### src/rtl/core/rmt_ram.sv
`default_nettype none

module rmt_ram #(
    parameter int WIDTH = 8,
    parameter int DEPTH = 16
) (
    input  wire logic                     clk,
    input  wire logic                     wr_en,
    input  wire logic [$clog2(DEPTH)-1:0] wr_addr,
    input  wire logic [WIDTH-1:0]         wr_data,
    input  wire logic [$clog2(DEPTH)-1:0] rd_addr_a,
    output logic      [WIDTH-1:0]         rd_data_a,
    input  wire logic [$clog2(DEPTH)-1:0] rd_addr_b,
    output logic      [WIDTH-1:0]         rd_data_b
);

    logic [WIDTH-1:0] mem [DEPTH];

    // one write port, two registered read ports
    always_ff @(posedge clk)
    begin
        if (wr_en)
        begin
            mem[wr_addr] <= wr_data;
        end
        rd_data_a <= mem[rd_addr_a];
        rd_data_b <= mem[rd_addr_b];
    end

endmodule

`default_nettype wire

### config.mk
export PLATFORM = sky130hd
export DESIGN_NAME = rmt_ram
export DESIGN_NICKNAME = d
export VERILOG_FILES = /design/src/rtl/core/rmt_ram.sv
export SDC_FILE = /design/constraint.sdc
export NUM_CORES = 1
export LEC_CHECK = 0
export ABC_AREA = 1
export BUFFER_PORTS_ARGS = -buffer_cell sky130_fd_sc_hd__buf_2
export CELL_PAD_IN_SITES_DETAIL_PLACEMENT = 0
export CELL_PAD_IN_SITES_GLOBAL_PLACEMENT = 1
export CORE_MARGIN = 5
export CORE_UTILIZATION = 42
export DETAILED_ROUTE_END_ITERATION = 6
export GPL_TIMING_DRIVEN = 0
export PLACE_DENSITY_LB_ADDON = 0.1
export SLEW_MARGIN = 30
export SYNTH_ARGS = -nofsm -noshare
export SYNTH_HDL_FRONTEND = slang
export SYNTH_SLANG_ARGS = --single-unit
export TNS_END_PERCENT = 30
### constraint.sdc
create_clock -name clk -period 1 [get_ports clk]
set_input_delay 0.05 -clock clk [delete_from_list [all_inputs] [get_ports clk]]
set_output_delay 0.05 -clock clk [all_outputs]
set_load 0.02 [all_outputs]
After elaboration in Yosys (flattened, before gate mapping)
Memories as Yosys holds them, arrays and structs flattened. A register that Yosys moved wholly into a read port is not among the register bits.
Cells that the tools add are included.
{"block": "op_classes", "add_sub_neg": 0, "div": 0, "magnitude_cmp": 0, "mux": 2, "n_mul": 0, "bitwise_logic": 0, "n_eq_ne": 0, "n_reduce_logical": 0, "shifts": 0}
{"cell": "two-way mux 1 bit", "n": 2}
{"block": "word_totals", "elab_cells": 3, "reg_bits": 0, "output_inout_bits": 16, "ramBits": 128, "romBits": 0, "latch_bits": 0, "mem_count": 1}
{"name": "mem", "words": 16, "width": 8, "read_ports": 2, "rd_clocked_by_memory_dff": 2, "wr": 1, "line": "17", "text": "logic [WIDTH-1:0] mem [DEPTH];"}

Logic depth before layout (Yosys ltp)
{"block": "logic_depth", "ltp_word": 2, "depth_mapped": 7, "ltp_nobuf": 6}

Least setup slack after synthesis
No wires, ideal clock.
{"block": "synth_path", "path_kind": "input to register", "start": "input port wr_addr[3]", "end": "memory mem[4][0], enable pin", "n_path_buf": 0, "cell_stages": 2, "setup_slack_ns": -0.001, "arrival_ns": 0.631, "t_required_ns": 0.630, "setup_ns": 0.370, "cell_sequence": "nand3b_1 -> nor2_1"}
{"element": "start, declared", "line": "9", "text": "input wire logic [$clog2(DEPTH)-1:0] wr_addr,"}
{"element": "end, declared", "line": "17"}
No word-level cell before the write port.

==> metrics.yaml <==
power_and_ir_drop:
  ir_drop_mv: 1.25
  power.density_nw_per_um2: 1690
  leakage_nw: 3.92
layout:
  multiInputGateArea_um2: 2930
  drive_above_1_share: 0.339
  syn_to_final_growth_pct: 23.9
  layoutNonFillerInstCount: 1140
  diodes: 0
  final_cell_area_um2: 8990
  final_common_cell: "nand2_1"
  layout.area.seq_um2: 4160
  nFillCells: 1607
  layout_common_cells: "nand2_1, edfxtp_1, nand3_1"
  post-route-util: 0.525
  nNetsFinal: 924
worst_setup_path:
  crit_arrival_ps: 1370
  critPathCaptureType: "register"
  criticalPathCategory: "register to register"
  worstRegToRegCells: 6
  cp_max_fo: 2
  critPathRequiredTime_ps: 1320
  cp_slowest_cell: "edfxtp_1"
  crit_chain: "inv_2 > nand2_2 > nand3_2 > nand3_2 > nand3_4 > nand2_2"
  cp-start-kind: "register"
  slowest_delay_ps: 390
drt:
  drtIter0Drc: 695
  viasPerCell: 5.63
  avgRoutedWirePerCell_um: 23.6
  wl_um: 26800
  dr.pass1.iters: 5
  postRouteAntennaNets: 0
  drcViolationCount: 0
  num_vias: 6414
logic_synthesis:
  synth-seq-cells: 144
  yosysWarnings: 0
  synth.distinct_cells: 13
  avgSynthCellArea_um2: 8.53
  synth_area_um2: 7260
  synth_nets: 873
  yosysSeqAreaShare: 0.574
  netlist_instances: 851
sta:
  hold_violations: 0
  finClkSkew_ps: 6.06
  rsz0062_at_grt: "yes"
  whs_ps: 51.2
  final.setup.worst_slack_ps: -56.7
  max_clock_freq_ghz: 0.946
  worst_pin_slew_ps: 842
  min_period_ps: 1060
  max-slew-margin-rel: 0.439
  fin_crit_sh: 1.06
  setup_viol: 19
  slew_violations: 0
grt:
  track_usage: 0.268
  grt_max_degree: 17
  grt_pass1_vias: 6152
  overflow: 0
  antenna_found_initial: 0
  grt_pass1_wl_um: 38600
cts:
  cts.sinks: 144
  root_buffer: "clkbuf_16"
  numCtsBuffers: 17
  tritoncts: "built"
  ctsLongestPathBuffers: 2
  worstSkewPairLatency_ps: 430
  ctsHtreeMaxLevel: 4
  cts_hold_buffers: 0
  path_clk_slew_ps: 60
placement:
  place.gp.congestion: 0.936
  placed_cells: 1107
  portBuffers: 31
  place_area_um2: 7710
  dp_slack_ps: -696
  hpwl_um: 17800
floorplanning:
  dieHeight_um: 141
  start_util: 0.424
  die_x_um: 141
  core_area_um2: 17100
  io_pins: 38
  rows: 48
  die_area_um2: 20000
run:
  maxCapViolCount: 0
outcome:
  status: "complete, but fails checks"
  violations: "negative setup slack"
worst_hold_path:
  worstHoldPathType: "input pin to register"
  whs_path_depth: 1
==> state kept, by name (all words and copies together) (netlist names) <==
signal,cells
rd_data_a,8
mem,128
rd_data_b,8
==> logic make-up (layout without fill, tap and decap cells) <==
| logic type | count (synthesis) | after routing | share of synthesized area |
|---|---|---|---|
| flip-flops | 144 | 144 | 0.574 |
| buffers and inverters | 186 | 250 | 0.117 |
| AND/OR/NAND/NOR | 521 | 521 | 0.309 |
==> worst max-delay path: cells and delay by family, from the launching register on <==
| family | cells | cell delay [ps] |
|---|---|---|
| DFF | 1 | 390 |
| and+or+nand+nor | 5 | 460 |
| buffers and inverters | 1 | 100 |
==> power breakdown <==
| group | total, W | switching [W] | internal (W) | leakage (nW) |
|---|---|---|---|---|
| Clock | 0.00648 | 0.00257 | 0.00391 | 0.282 |
| Sequential | 0.00677 | 0.0000460 | 0.00673 | 1.29 |
| Combinational | 0.00196 | 0.00140 | 0.000558 | 2.34 |
==> Yosys cell counts <==
| cell | instances | area, um^2 |
|---|---|---|
| buf_4 | 4 | 30.0 |
| inv_1 | 134 | 503 |
| nor2_1 | 17 | 63.8 |
| buf_6 | 14 | 158 |
| inv_2 | 4 | 15.0 |
| edfxtp_1 | 128 | 3840 |
| nand2_1 | 277 | 1040 |
| dfxtp_1 | 16 | 320 |
| clkbuf_1 | 3 | 11.3 |
| buf_1 | 1 | 3.75 |
| nand3_1 | 225 | 1130 |
| buf_2 | 26 | 130 |
| nand3b_1 | 2 | 15.0 |
==> path summary, 6_finish.rpt <==
check	startpoint	end	slack (ps)
max	mem[2][3]	rd_data_b[3]	-60
max reg2reg	mem[2][3]	rd_data_b[3]	-60
min	wr_data[4]	mem[15][4]	50
min reg2reg	mem[11][2]	rd_data_b[2]	710
==> routing by layer <==
layer  share of wire  vias to the layer above  track usage
met5               0                        -            0
met2            0.45                      390        0.398
li1                -                     2851            -
met1            0.43                     3109        0.370
met4           0.031                        0        0.121
met3           0.089                       64       0.0681
==> repair_timing <==
| action | in CTS | in global routing |
|---|---|---|
| resized for setup | 41 | 168 |
| setup endpoints to repair | 64 | 64 |
| pin swaps | 10 | 52 |
| buffers inserted | 0 | 1 |
==> cell type report <==
cell class                 instances  share of cell area
buffer                            48              0.0376
clock buffer                      18              0.0477
clock inverter                    14              0.0184
inverter                         138              0.0584
multi-input combinational        521               0.325
sequential                       144               0.463
tap                              225              0.0313
timing repair buffer              32              0.0181
==> stage by stage <==
stage	total power (W)	TNS [ps]
6_report	0.0152	-324
5_1_grt	0.0156	-1760
4_1_cts	0.0150	-4180
3_5_place_dp	0.00853	-61340
3_3_place_gp	0.00851	-64990
2_1_floorplan	0.00784	-54.0
Power figures use the tool's default switching activity.
