==> config.mk <==
export PLATFORM = sky130hd
export DESIGN_NAME = rmt_query
export DESIGN_NICKNAME = d
export VERILOG_FILES = /design/src/rtl/core/rmt_pkg.sv /design/src/rtl/core/rmt_query.sv
export SDC_FILE = /design/constraint.sdc
export NUM_CORES = 1
export LEC_CHECK = 0
export BUFFER_PORTS_ARGS = -buffer_cell sky130_fd_sc_hd__buf_2
export CAP_MARGIN = 40
export CORE_MARGIN = 2
export CORE_UTILIZATION = 58
export CTS_CLUSTER_DIAMETER = 60
export CTS_CLUSTER_SIZE = 28
export DETAILED_ROUTE_END_ITERATION = 8
export PLACE_DENSITY_LB_ADDON = 0.25
export SKIP_LAST_GASP = 1
export SYNTH_ARGS = -nofsm -noshare
export SYNTH_HDL_FRONTEND = slang
export SYNTH_SLANG_ARGS = --single-unit
export TNS_END_PERCENT = 50
==> constraint.sdc <==
create_clock -name clk -period 13.3 [get_ports clk]
set_input_delay 1.33 -clock clk [delete_from_list [all_inputs] [get_ports clk]]
set_output_delay 1.33 -clock clk [all_outputs]
set_load 0.02 [all_outputs]
==> src/rtl/core/rmt_pkg.sv <==
`default_nettype none

package rmt_pkg;

    localparam int LEAVES     = 1024;
    localparam int VALUE_BITS = 20;
    localparam int LEAF_BITS  = $clog2(LEAVES);
    localparam int NODE_BITS  = LEAF_BITS + 1;
    localparam int NODE_COUNT = 2 * LEAVES;

    // action codes
    localparam logic ACT_UPDATE = 1'b0;
    localparam logic ACT_QUERY  = 1'b1;

    typedef logic [VALUE_BITS-1:0] value_t;
    typedef logic [NODE_BITS-1:0]  node_t;

    // status of the range walker toward the sequencer
    typedef struct packed {
        logic   active;
        node_t  addr_lo;
        node_t  addr_hi;
        value_t best;
    } qry_stat_t;

    function automatic value_t max_val(input value_t a, input value_t b);
        max_val = (a > b) ? a : b;
    endfunction

endpackage

`default_nettype wire

==> src/rtl/core/rmt_query.sv <==
`default_nettype none

module rmt_query
    import rmt_pkg::*;
(
    input  wire logic                 clk,
    input  wire logic                 rst_n,
    input  wire logic                 load,
    input  wire logic                 step,
    input  wire logic [LEAF_BITS-1:0] range_left,
    input  wire logic [LEAF_BITS-1:0] range_right,
    input  wire value_t               rd_data_lo,
    input  wire value_t               rd_data_hi,
    output qry_stat_t                 stat
);

    node_t  lo_reg, lo_next;
    node_t  hi_reg, hi_next;
    value_t best_reg, best_next;
    logic   pend_lo_reg, pend_lo_next;
    logic   pend_hi_reg, pend_hi_next;

    logic                 active;
    logic [NODE_BITS:0]   lo_inc;
    node_t                hi_dec;
    value_t               take_lo;
    value_t               take_hi;

    assign active = (lo_reg <= hi_reg);
    assign lo_inc = {1'b0, lo_reg} + {{NODE_BITS{1'b0}}, 1'b1};
    assign hi_dec = hi_reg - node_t'(1);

    // fold in the nodes read on the previous step
    assign take_lo   = pend_lo_reg ? rd_data_lo : '0;
    assign take_hi   = pend_hi_reg ? rd_data_hi : '0;
    assign best_next = max_val(best_reg, max_val(take_lo, take_hi));

    // bounds walk one level up per step
    always_comb
    begin
        lo_next      = lo_reg;
        hi_next      = hi_reg;
        pend_lo_next = pend_lo_reg;
        pend_hi_next = pend_hi_reg;
        if (load)
        begin
            lo_next      = {1'b1, range_left};
            hi_next      = {1'b1, range_right};
            pend_lo_next = 1'b0;
            pend_hi_next = 1'b0;
        end
        else if (step)
        begin
            if (active)
            begin
                pend_lo_next = lo_reg[0];
                pend_hi_next = ~hi_reg[0];
                lo_next      = lo_reg[0] ? lo_inc[NODE_BITS:1] : {1'b0, lo_reg[NODE_BITS-1:1]};
                hi_next      = hi_reg[0] ? {1'b0, hi_reg[NODE_BITS-1:1]}
                                         : {1'b0, hi_dec[NODE_BITS-1:1]};
            end
            else
            begin
                pend_lo_next = 1'b0;
                pend_hi_next = 1'b0;
            end
        end
    end

    // control state
    always_ff @(posedge clk or negedge rst_n)
    begin
        if (!rst_n)
        begin
            pend_lo_reg <= 1'b0;
            pend_hi_reg <= 1'b0;
        end
        else
        begin
            pend_lo_reg <= pend_lo_next;
            pend_hi_reg <= pend_hi_next;
        end
    end

    // bounds and running maximum
    always_ff @(posedge clk)
    begin
        lo_reg <= lo_next;
        hi_reg <= hi_next;
        if (load)
        begin
            best_reg <= '0;
        end
        else if (step)
        begin
            best_reg <= best_next;
        end
    end

    assign stat.active  = active;
    assign stat.addr_lo = lo_reg;
    assign stat.addr_hi = hi_reg;
    assign stat.best    = best_next;

endmodule

`default_nettype wire

After elaboration in Yosys (flattened, before gate mapping)
Index checks and enable logic that the tools add are counted.
Operators by class
  $lt $le $gt $ge: 3
  muxes and demuxes: 18
  bitwise operators: 1
  reduce and logical (&&, ||, !) cells: 4
  $add $sub $neg: 2
Operators with widths (count)
  two-way mux 20 bit: 4
  two-way mux 10 bit: 7
  > comparator 20 bit: 2
  adder 11 x 1 -> 12 bit (second input constant): 1
  less-or-equal comparator 11 bit: 1
  two-way mux 11 bit: 1
  subtractor 11 x 1 -> 11 bit (second input constant): 1
  two-way mux 1 bit: 6
  AND reduction 2 bit: 2
  nonzero test 2 bit: 2
  NOT 1 bit: 1
Word-level totals
  word-level logic and storage cells: 35
  output and inout bits: 43
  flip-flop bits (word level): 44

Longest topological paths before layout
Gate-level depths: netlist (run 1).
  depth in word-level cells: 5
  depth in mapped cells: 21

Least setup slack after synthesis (run 1)
No wires, ideal clock.
  path type: input -> output
  start point: in rd_data_lo[19]
  end point: out stat[15] (netlist bit)
  path buffers: 2
  stages on the path: 18
  slack: 7.086 ns
  arrival time: 4.884 ns
  path through: nand2_1 > inv_1 > ha_1 > nand4_1 > or2_1 > nor4_2 > nand2_1 > o21ai_2 > buf_6 > mux2i_1 > inv_1 > ha_1 > nand4_1 > and4bb_1 > a221o_1 > o31ai_2 > buf_2 > mux2_2
RTL lines
  start, declared: RTL line rmt_query.sv:12  | input wire value_t rd_data_lo,
  end, declared: RTL line rmt_query.sv:14  | output qry_stat_t stat

==> results_dict.tcl, run 1 <==
set metrics [dict create \
    status "finished clean" \
    synthCells 445 \
    synthFlopType "dfxtp_1" \
    setup.worst_path.end_class "output port" \
    final.fill_count 523 \
    finalHoldViolCount 0 \
    critical_path_buf_inv_count 6 \
    power.total_mw 0.983 \
    synth_edf_count 20 \
    clkSinkCount 44 \
    path_max_fanout 13 \
    post_synth_fa_ha_maj_area_fraction_pct 17.4 \
    seq_area_frac_synth_pct 28.6 \
    timing.critical_path.required_ns 11.97 \
    cts.repair_timing.setup_buffer_count 0 \
    clkLatencyLatePin_ns 0.30 \
    leakage_nw 2.39 \
    layout_worst_path_cycle_share_pct 55.9 \
    timing.critical_path.from_type "primary input" \
    drt_pass1_iterations 4 \
    synth_top_cell_by_area "ha_1" \
    totalWireLength_mm 9.05 \
    synth-simple-area-share_pct 15.1 \
    synth_warn 0 \
    num_antenna_cells 0 \
    synth-xor-area-share_pct 4.36 \
    cts_tree "done" \
    power.ir.vdd_worst_v 0.000254 \
    max_incr_delay_on_cp_ns 0.54 \
    worstPathCellList "buf_2 -> nand2_1 -> inv_1 -> ha_1 -> nand4_1 -> or2_1 -> nor4_2 -> a211o_1 -> o21ai_2 -> buf_4 -> mux2i_1 -> inv_1 -> ha_1 -> nand4_1 -> and4bb_1 -> a221o_1 -> o31ai_4 -> buf_8 -> mux2_2 -> buf_2" \
    floorplan.io_pins 107 \
    vias_in_the_first_global_route 3410 \
    drtIter0Drc 155 \
    mux_share_of_post_synthesis_cell_area_pct 11.6 \
    power_density_nw_per_um2 219 \
    clockPowerShare_pct 8.5 \
    globalRouteTotalUtil_pct 24.9 \
    power_report.internal_total_mw 0.512 \
    rel_slew_slack_pct 46.9 \
    timing.setup.critical_path_class "in -> out" \
    mostFrequentLayoutCell "buf_2" \
    die-area_um2 7240 \
    grt_start_max_net_pins 47 \
    finClkSkew_ns 0.00583 \
    total_nets_final 659 \
    post_synth_main_area_contributors "ha_1 17%, edfxtp_1 16%, dfxtp_1 12%" \
    ys_async_sr_fraction_pct 4.55 \
    initial_utilization_pct 60.1 \
    drive_gt1_share_pct 26.1 \
    worst-slew-pin-transition_ns 0.797 \
    clk_pin_slew_worst_paths_ns 0.08 \
    grt_first_pass_wirelength_mm 14.8 \
    fmaxAchievable_ghz 0.135 \
    drt-vias-per-instance 5.62 \
    cap_violations 0 \
    cell_with_the_biggest_individual_delay_on_the_critical_path "o31ai_4" \
    grt-ovfl-total 0 \
    postSynthRegisterBits 44 \
    yosysUniqueCellTypes 42 \
    fp.dieH_um 85.1 \
    grt_antenna_before_repair 0 \
    postCtsResizedCells 0 \
    commonest_cells_after_routing_fill_and_taps_aside "106 x buf_2, 79 x nand2_1, 54 x inv_1" \
    gp_routability_congestion 0.838 \
    placement.io_buffers 106 \
    combinationalPowerShare_pct 69.4 \
    rows 29 \
    power.switching_mw 0.471 \
    remaining_drc_errors 0 \
    place.detailed.hpwl_mm 7.20 \
    root_buffer "clkbuf_8" \
    worst-endpoint-arrival_ns 6.10 \
    syn_avg_cell_area_um2 8.57 \
    cp_top_family "compound AO/OA/AOI/OAI gates" \
    num_vias 3489 \
    mappedNetlistArea_um2 3810 \
    setup_tns_ns 0 \
    signed_area_change_from_the_synthesized_netlist_to_the_final_layout_pct 17.5 \
    cts_inserted_buffers 5 \
    routed_length_per_instance_um 14.6 \
    unrepaired_setup_endpoints_after_global_routing "false" \
    largest_register_ff_count 20 \
    final_antenna_net_count 0 \
    hold_path.class "reg -> reg" \
    core_area_um2 6350 \
    cts-htree-levels 2 \
    maxSlewViolCount 0 \
    clock_tree.buffer_depth 2 \
    synth.net_count 561 \
    min_period_ns 7.43 \
    synth_top_family_by_area "adder cells" \
    synth_compound_gate_area_share_pct 15.1 \
    cts-hold-fix-buffers 0 \
    pwr-share-seq_pct 22.1 \
    setup-violations-final 0 \
    switching_share_pct 47.9 \
    synth_top_area_share_pct 17.1 \
    dieWidth_um 85.1 \
]
## worst reg2reg max path, cell delays in order, from the launching register on
cell      delay, ns
dfrtp_1        0.80
nand2_1        0.17
inv_1          0.10
ha_1           0.25
nand4_1        0.12
or2_1          0.16
nor4_2         0.07
a211o_1        0.30
o21ai_2        0.51
buf_4          0.35
mux2i_1        0.34
inv_1          0.09
ha_1           0.29
nand4_1        0.11
and4bb_1       0.24
a221o_1        0.36
o31ai_4        0.54
and3b_1        0.78
a22o_1         0.28
## area by class of cell
type	count	area, um2	share of cell area, %
clock buffer	7	76.3	1.70
inverter	54	203	4.52
multi-input combinational	328	2430	54.3
clock inverter	1	5.00	0.112
sequential	44	1090	24.4
timing repair buffer	110	576	12.8
tap	77	96.3	2.15
## stage by stage
step	std cells	worst slack (ns)	utilization, %	hold slack [ns]	area [um2]
after global routing	621	5.55	70.6	0.538	4480
final	621	5.87	70.6	0.514	4480
after global placement	611	5.68	68.8	0.481	4370
after CTS	621	5.85	70.6	0.513	4480
after detailed placement	613	5.86	69.3	0.491	4400
after floorplan	445	7.09	-	0.464	3810
## path summary, 6_finish.rpt
check	startpoint	to	slack (ns)	depth (start not counted)
max	rd_data_lo[19]	stat[13]	5.87	20
min	best_reg[10]$_SDFFE_PP0P_	best_reg[10]$_SDFFE_PP0P_	0.51	1
max reg2reg	pend_lo_reg$_DFFE_PN0P_	best_reg[18]$_SDFFE_PP0P_	7.40	18
min reg2reg	best_reg[10]$_SDFFE_PP0P_	best_reg[10]$_SDFFE_PP0P_	0.51	1
min in group asynchronous	rst_n	pend_hi_reg$_DFFE_PN0P_	0.81	1
max in group asynchronous	rst_n	pend_lo_reg$_DFFE_PN0P_	12.40	1
## Yosys cell counts (all sizes together), types with 2 or more instances
library cell	instances
a22o	20
a31oi	2
o21ai	26
inv	54
nand3	9
clkbuf	12
nor2	8
edfxtp	20
nand2b	3
nand4	10
xnor2	11
mux2i	20
o31ai	2
dfrtp	2
dfxtp	22
a21o	13
nand2	79
a21oi	22
nor4	2
nor2b	2
ha	52
mux2	21
buf	7
and3	4
nor3	5
xor2	8
## cell families after synthesis
group,count (synthesis)
buf+inv,73
compound gates,88
fa+ha+maj,53
mux,41
flops,44
xor+xnor,19
simple gates,127
## routing by layer
metal | vias up | track usage (%) | part of all wire [%]
met1 | 1643 | 29.8 | 43
met5 | - | 0 | 0
met4 | 0 | 5.48 | 1.2
met2 | 88 | 47.0 | 51
met3 | 9 | 3.31 | 4.2
li1 | 1749 | - | -
## power groups by stage
stage	clock, mW	combinational [mW]	sequential, mW
2_1_floorplan	0	0.503	0.228
3_3_place_gp	0	0.644	0.219
3_5_place_dp	0	0.683	0.221
4_1_cts	0.0855	0.686	0.218
5_1_grt	0.0897	0.743	0.223
6_report	0.0835	0.682	0.218
Note: power is estimated with default switching activity, not from simulation.
==> inputs of run 2 (changes only) <==
--- a/config.mk
+++ b/config.mk
@@ -8,7 +8,7 @@
 export BUFFER_PORTS_ARGS = -buffer_cell sky130_fd_sc_hd__buf_2
 export CAP_MARGIN = 40
 export CORE_MARGIN = 2
-export CORE_UTILIZATION = 58
+export CORE_UTILIZATION = 53
 export CTS_CLUSTER_DIAMETER = 60
 export CTS_CLUSTER_SIZE = 28
 export DETAILED_ROUTE_END_ITERATION = 8
==> constraint.sdc (replaced) <==
create_clock -name clk -period 7.75 [get_ports clk]
set_input_delay 0.775 -clock clk [delete_from_list [all_inputs] [get_ports clk]]
set_output_delay 0.775 -clock clk [all_outputs]
set_load 0.02 [all_outputs]
==> run 2 against run 1 <==
  * Sequential share of layout area fell by 0.12 points
  * Clock skew rose by 0.00081 ns
  * Via count is 0.97% lower
  * Die area rose by 9.0%
  * Hold slack worse by 0.27 ns
  * Register-to-register slack lost 5.9 ns
  * Design area rose by 0.47%
  * Non-clock buffer count did not move
  * Sequential power up 71%
  * Critical path type is now reg -> out
  * Largest power group unchanged
==> results_dict.tcl, run 2 (same netlist as run 1, synthesis figures left out) <==
set metrics [dict create \
    status "finished clean" \
    clkLatencyLatePin_ns 0.29 \
    finClkSkew_ns 0.00664 \
    leakage_nw 2.39 \
    vias_in_the_first_global_route 3122 \
    grt_start_max_net_pins 47 \
    path_max_fanout 22 \
    root_buffer "clkbuf_8" \
    finalHoldViolCount 0 \
    routed_length_per_instance_um 14.1 \
    grt_antenna_before_repair 0 \
    stdcell_count 640 \
    num_antenna_cells 0 \
    initial_utilization_pct 55.5 \
    rows 30 \
    globalRouteTotalUtil_pct 22.8 \
    largest_register_ff_count 20 \
    final.fill_count 627 \
    setup-violations-final 0 \
    post-place-cells 632 \
    setup.worst_path.end_class "output port" \
    timing.setup.critical_path_class "reg -> out" \
    gp_routability_congestion 0.829 \
    signed_area_change_from_the_synthesized_netlist_to_the_final_layout_pct 18.0 \
    total_nets_final 659 \
    floorplan.io_pins 107 \
    cts.repair_timing.setup_buffer_count 0 \
    fmaxAchievable_ghz 0.148 \
    setup_tns_ns 0 \
    cell_with_the_biggest_individual_delay_on_the_critical_path "dfrtp_1" \
    cts-hold-fix-buffers 0 \
    core_area_um2 6870 \
    placement.io_buffers 106 \
    mostFrequentLayoutCell "buf_2" \
    drt-vias-per-instance 5.40 \
    cts_inserted_buffers 5 \
    postCtsResizedCells 0 \
    die-area_um2 7890 \
    worstPathCellList "nand2_1 -> inv_1 -> ha_1 -> nand4_1 -> or2_1 -> nor4_2 -> a211o_1 -> o21ai_2 -> buf_4 -> mux2i_1 -> inv_1 -> ha_1 -> nand2_1 -> nor2_1 -> and4bb_1 -> a221o_1 -> o31ai_4 -> buf_8 -> mux2_2 -> buf_2" \
    hold_path.class "in -> async" \
    fp.dieH_um 88.8 \
    commonest_cells_after_routing_fill_and_taps_aside "106 x buf_2, 79 x nand2_1, 54 x inv_1" \
    power_density_nw_per_um2 376 \
    clkSinkCount 44 \
    grt_first_pass_wirelength_mm 14.1 \
    timing.critical_path.from_type "flop" \
    switching_share_pct 48.3 \
    cts_tree "done" \
    grt-ovfl-total 0 \
    clock_tree.buffer_depth 2 \
    cts-htree-levels 2 \
    worst-slew-pin-transition_ns 0.824 \
    rel_slew_slack_pct 45.1 \
    worst-endpoint-arrival_ns 5.99 \
    power_report.internal_total_mw 0.875 \
    pwr-share-seq_pct 22.0 \
    power.switching_mw 0.819 \
    clockPowerShare_pct 8.3 \
    power.ir.vdd_worst_v 0.000344 \
    final_antenna_net_count 0 \
    maxSlewViolCount 0 \
    drt_pass1_iterations 7 \
    place.detailed.hpwl_mm 7.20 \
    timing.critical_path.required_ns 6.97 \
    cap_violations 0 \
    num_vias 3455 \
    drive_gt1_share_pct 26.3 \
    combinationalPowerShare_pct 69.7 \
    unrepaired_setup_endpoints_after_global_routing "false" \
    layout_worst_path_cycle_share_pct 87.3 \
    totalWireLength_mm 9.05 \
    clk_pin_slew_worst_paths_ns 0.08 \
    dieWidth_um 88.8 \
    min_period_ns 6.77 \
    remaining_drc_errors 0 \
    max_incr_delay_on_cp_ns 0.84 \
    drtIter0Drc 132 \
]
## run 2: cell count changes in the layout (fill, tap and decap cells not counted), sizes merged
cell | previous run | this run
clkinv | 1 | 3
clkbuf | 7 | 5
## run 2: critical path, delay by kind of cell, from the launching register on
family / cells / cell delay [ns]
compound gates: 4 / 1.67
flops: 1 / 0.84
fa+ha+maj: 2 / 0.56
mux: 2 / 0.73
buf+inv: 5 / 0.94
simple gates: 7 / 0.93
## run 2: final timing paths
check | startpoint | endpoint | slack (ns) | depth (start not counted)
max in group asynchronous | rst_n | pend_hi_reg$_DFFE_PN0P_ | 7.41 | 1
setup reg to reg | pend_lo_reg$_DFFE_PN0P_ | best_reg[8]$_SDFFE_PP0P_ | 1.54 | 20
hold / removal | rst_n | pend_lo_reg$_DFFE_PN0P_ | 0.25 | 1
setup / recovery | pend_lo_reg$_DFFE_PN0P_ | stat[14] | 0.98 | 20
min in group clk | best_reg[2]$_SDFFE_PP0P_ | best_reg[2]$_SDFFE_PP0P_ | 0.51 | 1
hold reg to reg | best_reg[2]$_SDFFE_PP0P_ | best_reg[2]$_SDFFE_PP0P_ | 0.51 | 1
## run 2: layer usage
metal	share of wire (%)	GRT usage, %
met5	0	0
met4	0.51	5.23
met3	4.5	3.92
met2	48	37.4
met1	47	31.3
## run 2: layout make-up
cell class | count | area [um2] | share of cell area, %
inverter | 54 | 203 | 4.50
timing repair buffer | 110 | 572 | 12.7
sequential | 44 | 1090 | 24.2
tap | 96 | 120 | 2.67
clock inverter | 3 | 13.8 | 0.306
clock buffer | 5 | 68.8 | 1.53
multi-input combinational | 328 | 2430 | 54.1
## run 2: stage by stage
step / instance area [um2] / utilization (%) / power, mW / hold slack [ns] / setup WS (ns)
after CTS: 4500 / 65.5 / 1.70 / 0.238 / 0.985
after global placement: 4390 / 64.0 / 1.48 / 0.485 / 1.14
after global routing: 4500 / 65.5 / 1.81 / 0.243 / 0.672
after detailed placement: 4420 / 64.3 / 1.55 / 0.485 / 1.32
final: 4500 / 65.5 / 1.69 / 0.248 / 0.983
after floorplan: 3810 / - / 1.25 / 0.464 / 2.65
## run 2: power groups by stage
stage	clock [mW]	combinational (mW)	sequential [mW]
2_1_floorplan	0	0.863	0.391
3_3_place_gp	0	1.11	0.376
3_5_place_dp	0	1.17	0.377
4_1_cts	0.145	1.18	0.372
5_1_grt	0.152	1.28	0.381
6_report	0.141	1.18	0.373
==> inputs of run 3 (changes only) <==
--- a/config.mk
+++ b/config.mk
@@ -7,13 +7,17 @@
 export LEC_CHECK = 0
 export BUFFER_PORTS_ARGS = -buffer_cell sky130_fd_sc_hd__buf_2
 export CAP_MARGIN = 40
+export CELL_PAD_IN_SITES_DETAIL_PLACEMENT = 1
+export CELL_PAD_IN_SITES_GLOBAL_PLACEMENT = 1
 export CORE_MARGIN = 2
-export CORE_UTILIZATION = 53
+export CORE_UTILIZATION = 39
 export CTS_CLUSTER_DIAMETER = 60
 export CTS_CLUSTER_SIZE = 28
 export DETAILED_ROUTE_END_ITERATION = 8
 export PLACE_DENSITY_LB_ADDON = 0.25
+export SKIP_CTS_REPAIR_TIMING = 1
 export SKIP_LAST_GASP = 1
+export SLEW_MARGIN = 10
 export SYNTH_ARGS = -nofsm -noshare
 export SYNTH_HDL_FRONTEND = slang
 export SYNTH_SLANG_ARGS = --single-unit
==> run 3 against run 2 <==
  * Non-clock buffer count unchanged
  * Critical endpoint is now stat[4]
  * Critical path depth decreased by 2
  * Cell count increased by 5.8%
  * Fmax increased by 2.2%
  * Global-route usage decreased by 1.7 points
==> results_dict.tcl, run 3 (same netlist as run 1, synthesis figures left out) <==
set metrics [dict create \
    final.fill_count 1237 \
    finClkSkew_ns 0.00807 \
    totalWireLength_mm 10.8 \
    setup_slack_ns 1.13 \
    grt_first_pass_wirelength_mm 17.5 \
    die-area_um2 10600 \
    worst-endpoint-arrival_ns 5.85 \
    drive_gt1_share_pct 26.3 \
    globalRouteTotalUtil_pct 21.1 \
    power_density_nw_per_um2 380 \
    timing.setup.critical_path_class "reg -> out" \
    cell_with_the_biggest_individual_delay_on_the_critical_path "dfrtp_1" \
    drt-vias-per-instance 5.18 \
    drt_pass1_iterations 4 \
    total_nets_final 659 \
    cts_inserted_buffers 5 \
    grt-ovfl-total 0 \
    remaining_drc_errors 0 \
    rows 36 \
    timing.critical_path.required_ns 6.97 \
    stdcell_count 677 \
    floorplan.io_pins 107 \
    path_max_fanout 21 \
    rel_slew_slack_pct 44.2 \
    unrepaired_setup_endpoints_after_global_routing "false" \
    leakage_nw 2.40 \
    core_area_um2 9640 \
    cp_num_cells 18 \
    timing.critical_path.from_type "flop" \
    critical_path_buf_inv_count 4 \
    power.ir.vdd_worst_v 0.000149 \
    clkSinkCount 44 \
    signed_area_change_from_the_synthesized_netlist_to_the_final_layout_pct 19.7 \
    mostFrequentLayoutCell "buf_2" \
    vias_in_the_first_global_route 3672 \
    commonest_cells_after_routing_fill_and_taps_aside "106 x buf_2, 79 x nand2_1, 54 x inv_1" \
    drtIter0Drc 59 \
    largest_register_ff_count 20 \
    fmaxAchievable_ghz 0.151 \
    num_antenna_cells 0 \
    routed_length_per_instance_um 15.9 \
    num_vias 3508 \
    pre_cts_slack_ns 1.45 \
    clk_pin_slew_worst_paths_ns 0.09 \
    max_incr_delay_on_cp_ns 0.82 \
    rr_worst_depth 18 \
    grt_start_max_net_pins 47 \
    design_area_um2 4560 \
    hold_path.class "in -> async" \
    worst-slew-pin-transition_ns 0.836 \
    root_buffer "clkbuf_8" \
    dieWidth_um 103 \
    maxSlewViolCount 0 \
    cp_top_family "simple AND/OR/NAND/NOR gates" \
    gp_routability_congestion 0.847 \
    cap_violations 0 \
    setup_tns_ns 0 \
    finalHoldViolCount 0 \
    placement.io_buffers 106 \
    setup.worst_path.end_class "output port" \
    setup-violations-final 0 \
    status "finished clean" \
    clock_tree.buffer_depth 2 \
    placed_area_um2 4480 \
    initial_utilization_pct 39.6 \
    place.detailed.hpwl_mm 8.59 \
    cts-htree-levels 2 \
    cts_tree "done" \
    post-place-cells 669 \
    worstPathCellList "nand2_1 -> ha_1 -> nand4_1 -> or2_1 -> nor4_2 -> nand2_1 -> o21ai_2 -> buf_4 -> mux2i_1 -> inv_1 -> ha_1 -> nand4_1 -> and4bb_1 -> a221o_1 -> o31ai_4 -> buf_8 -> mux2_2 -> buf_2" \
    layout_worst_path_cycle_share_pct 85.5 \
    grt_antenna_before_repair 0 \
    multi_input_gate_area_in_the_final_layout_um2 2430 \
    clkLatencyLatePin_ns 0.32 \
    min_period_ns 6.62 \
    final_antenna_net_count 0 \
    seq_area_um2 1090 \
    fp.dieH_um 103 \
]
-- run 3: cell counts in the layout (fill, tap and decap cells not counted) --
No cell type changed its count.
-- run 3: path summary, 6_finish.rpt --
path | to | from | slack (ns)
setup / recovery | stat[4] | pend_hi_reg$_DFFE_PN0P_ | 1.13
hold / removal | pend_hi_reg$_DFFE_PN0P_ | rst_n | 0.22
setup reg to reg | best_reg[4]$_SDFFE_PP0P_ | pend_hi_reg$_DFFE_PN0P_ | 1.69
hold reg to reg | best_reg[17]$_SDFFE_PP0P_ | best_reg[17]$_SDFFE_PP0P_ | 0.52
max in group asynchronous | pend_lo_reg$_DFFE_PN0P_ | rst_n | 7.43
min in group clk | best_reg[17]$_SDFFE_PP0P_ | best_reg[17]$_SDFFE_PP0P_ | 0.52
-- run 3: through the flow --
stage                     util (%)  power, mW  hold slack, ns
final                         47.4       1.73           0.225
after detailed placement      46.5       1.60           0.489
after CTS                     47.4       1.75           0.212
after global routing          47.4       1.87           0.216
after global placement        46.1       1.51           0.485
after floorplan                  -       1.25           0.464
-- run 3: cell type report --
type / instances / area share [%]
timing repair buffer: 110 / 12.9
sequential: 44 / 23.9
tap: 133 / 3.65
multi-input combinational: 328 / 53.3
clock inverter: 3 / 0.302
clock buffer: 5 / 1.51
inverter: 54 / 4.44
-- run 3: worst reg2reg max path, delay by kind of cell (launching register included) --
kind            cells  cell delay, ns
buf+inv             3            0.69
mux                 1            0.42
simple gates        8            2.08
flops               1            0.82
fa+ha+maj           2            0.65
compound gates      4            1.34
-- run 3: power breakdown --
group	internal (mW)	switching, mW	leakage [nW]
Sequential	0.304	0.0722	0.410
Combinational	0.517	0.692	1.94
Clock	0.0615	0.0885	0.0453
-- run 3: layer usage --
metal | GRT usage [%] | routed length, um | share of wire [%]
met3 | 3.19 | 429 | 4.0
met2 | 38.7 | 5460 | 51
met5 | 0 | 0 | 0
met1 | 25.8 | 4760 | 44
met4 | 5.16 | 122 | 1.1
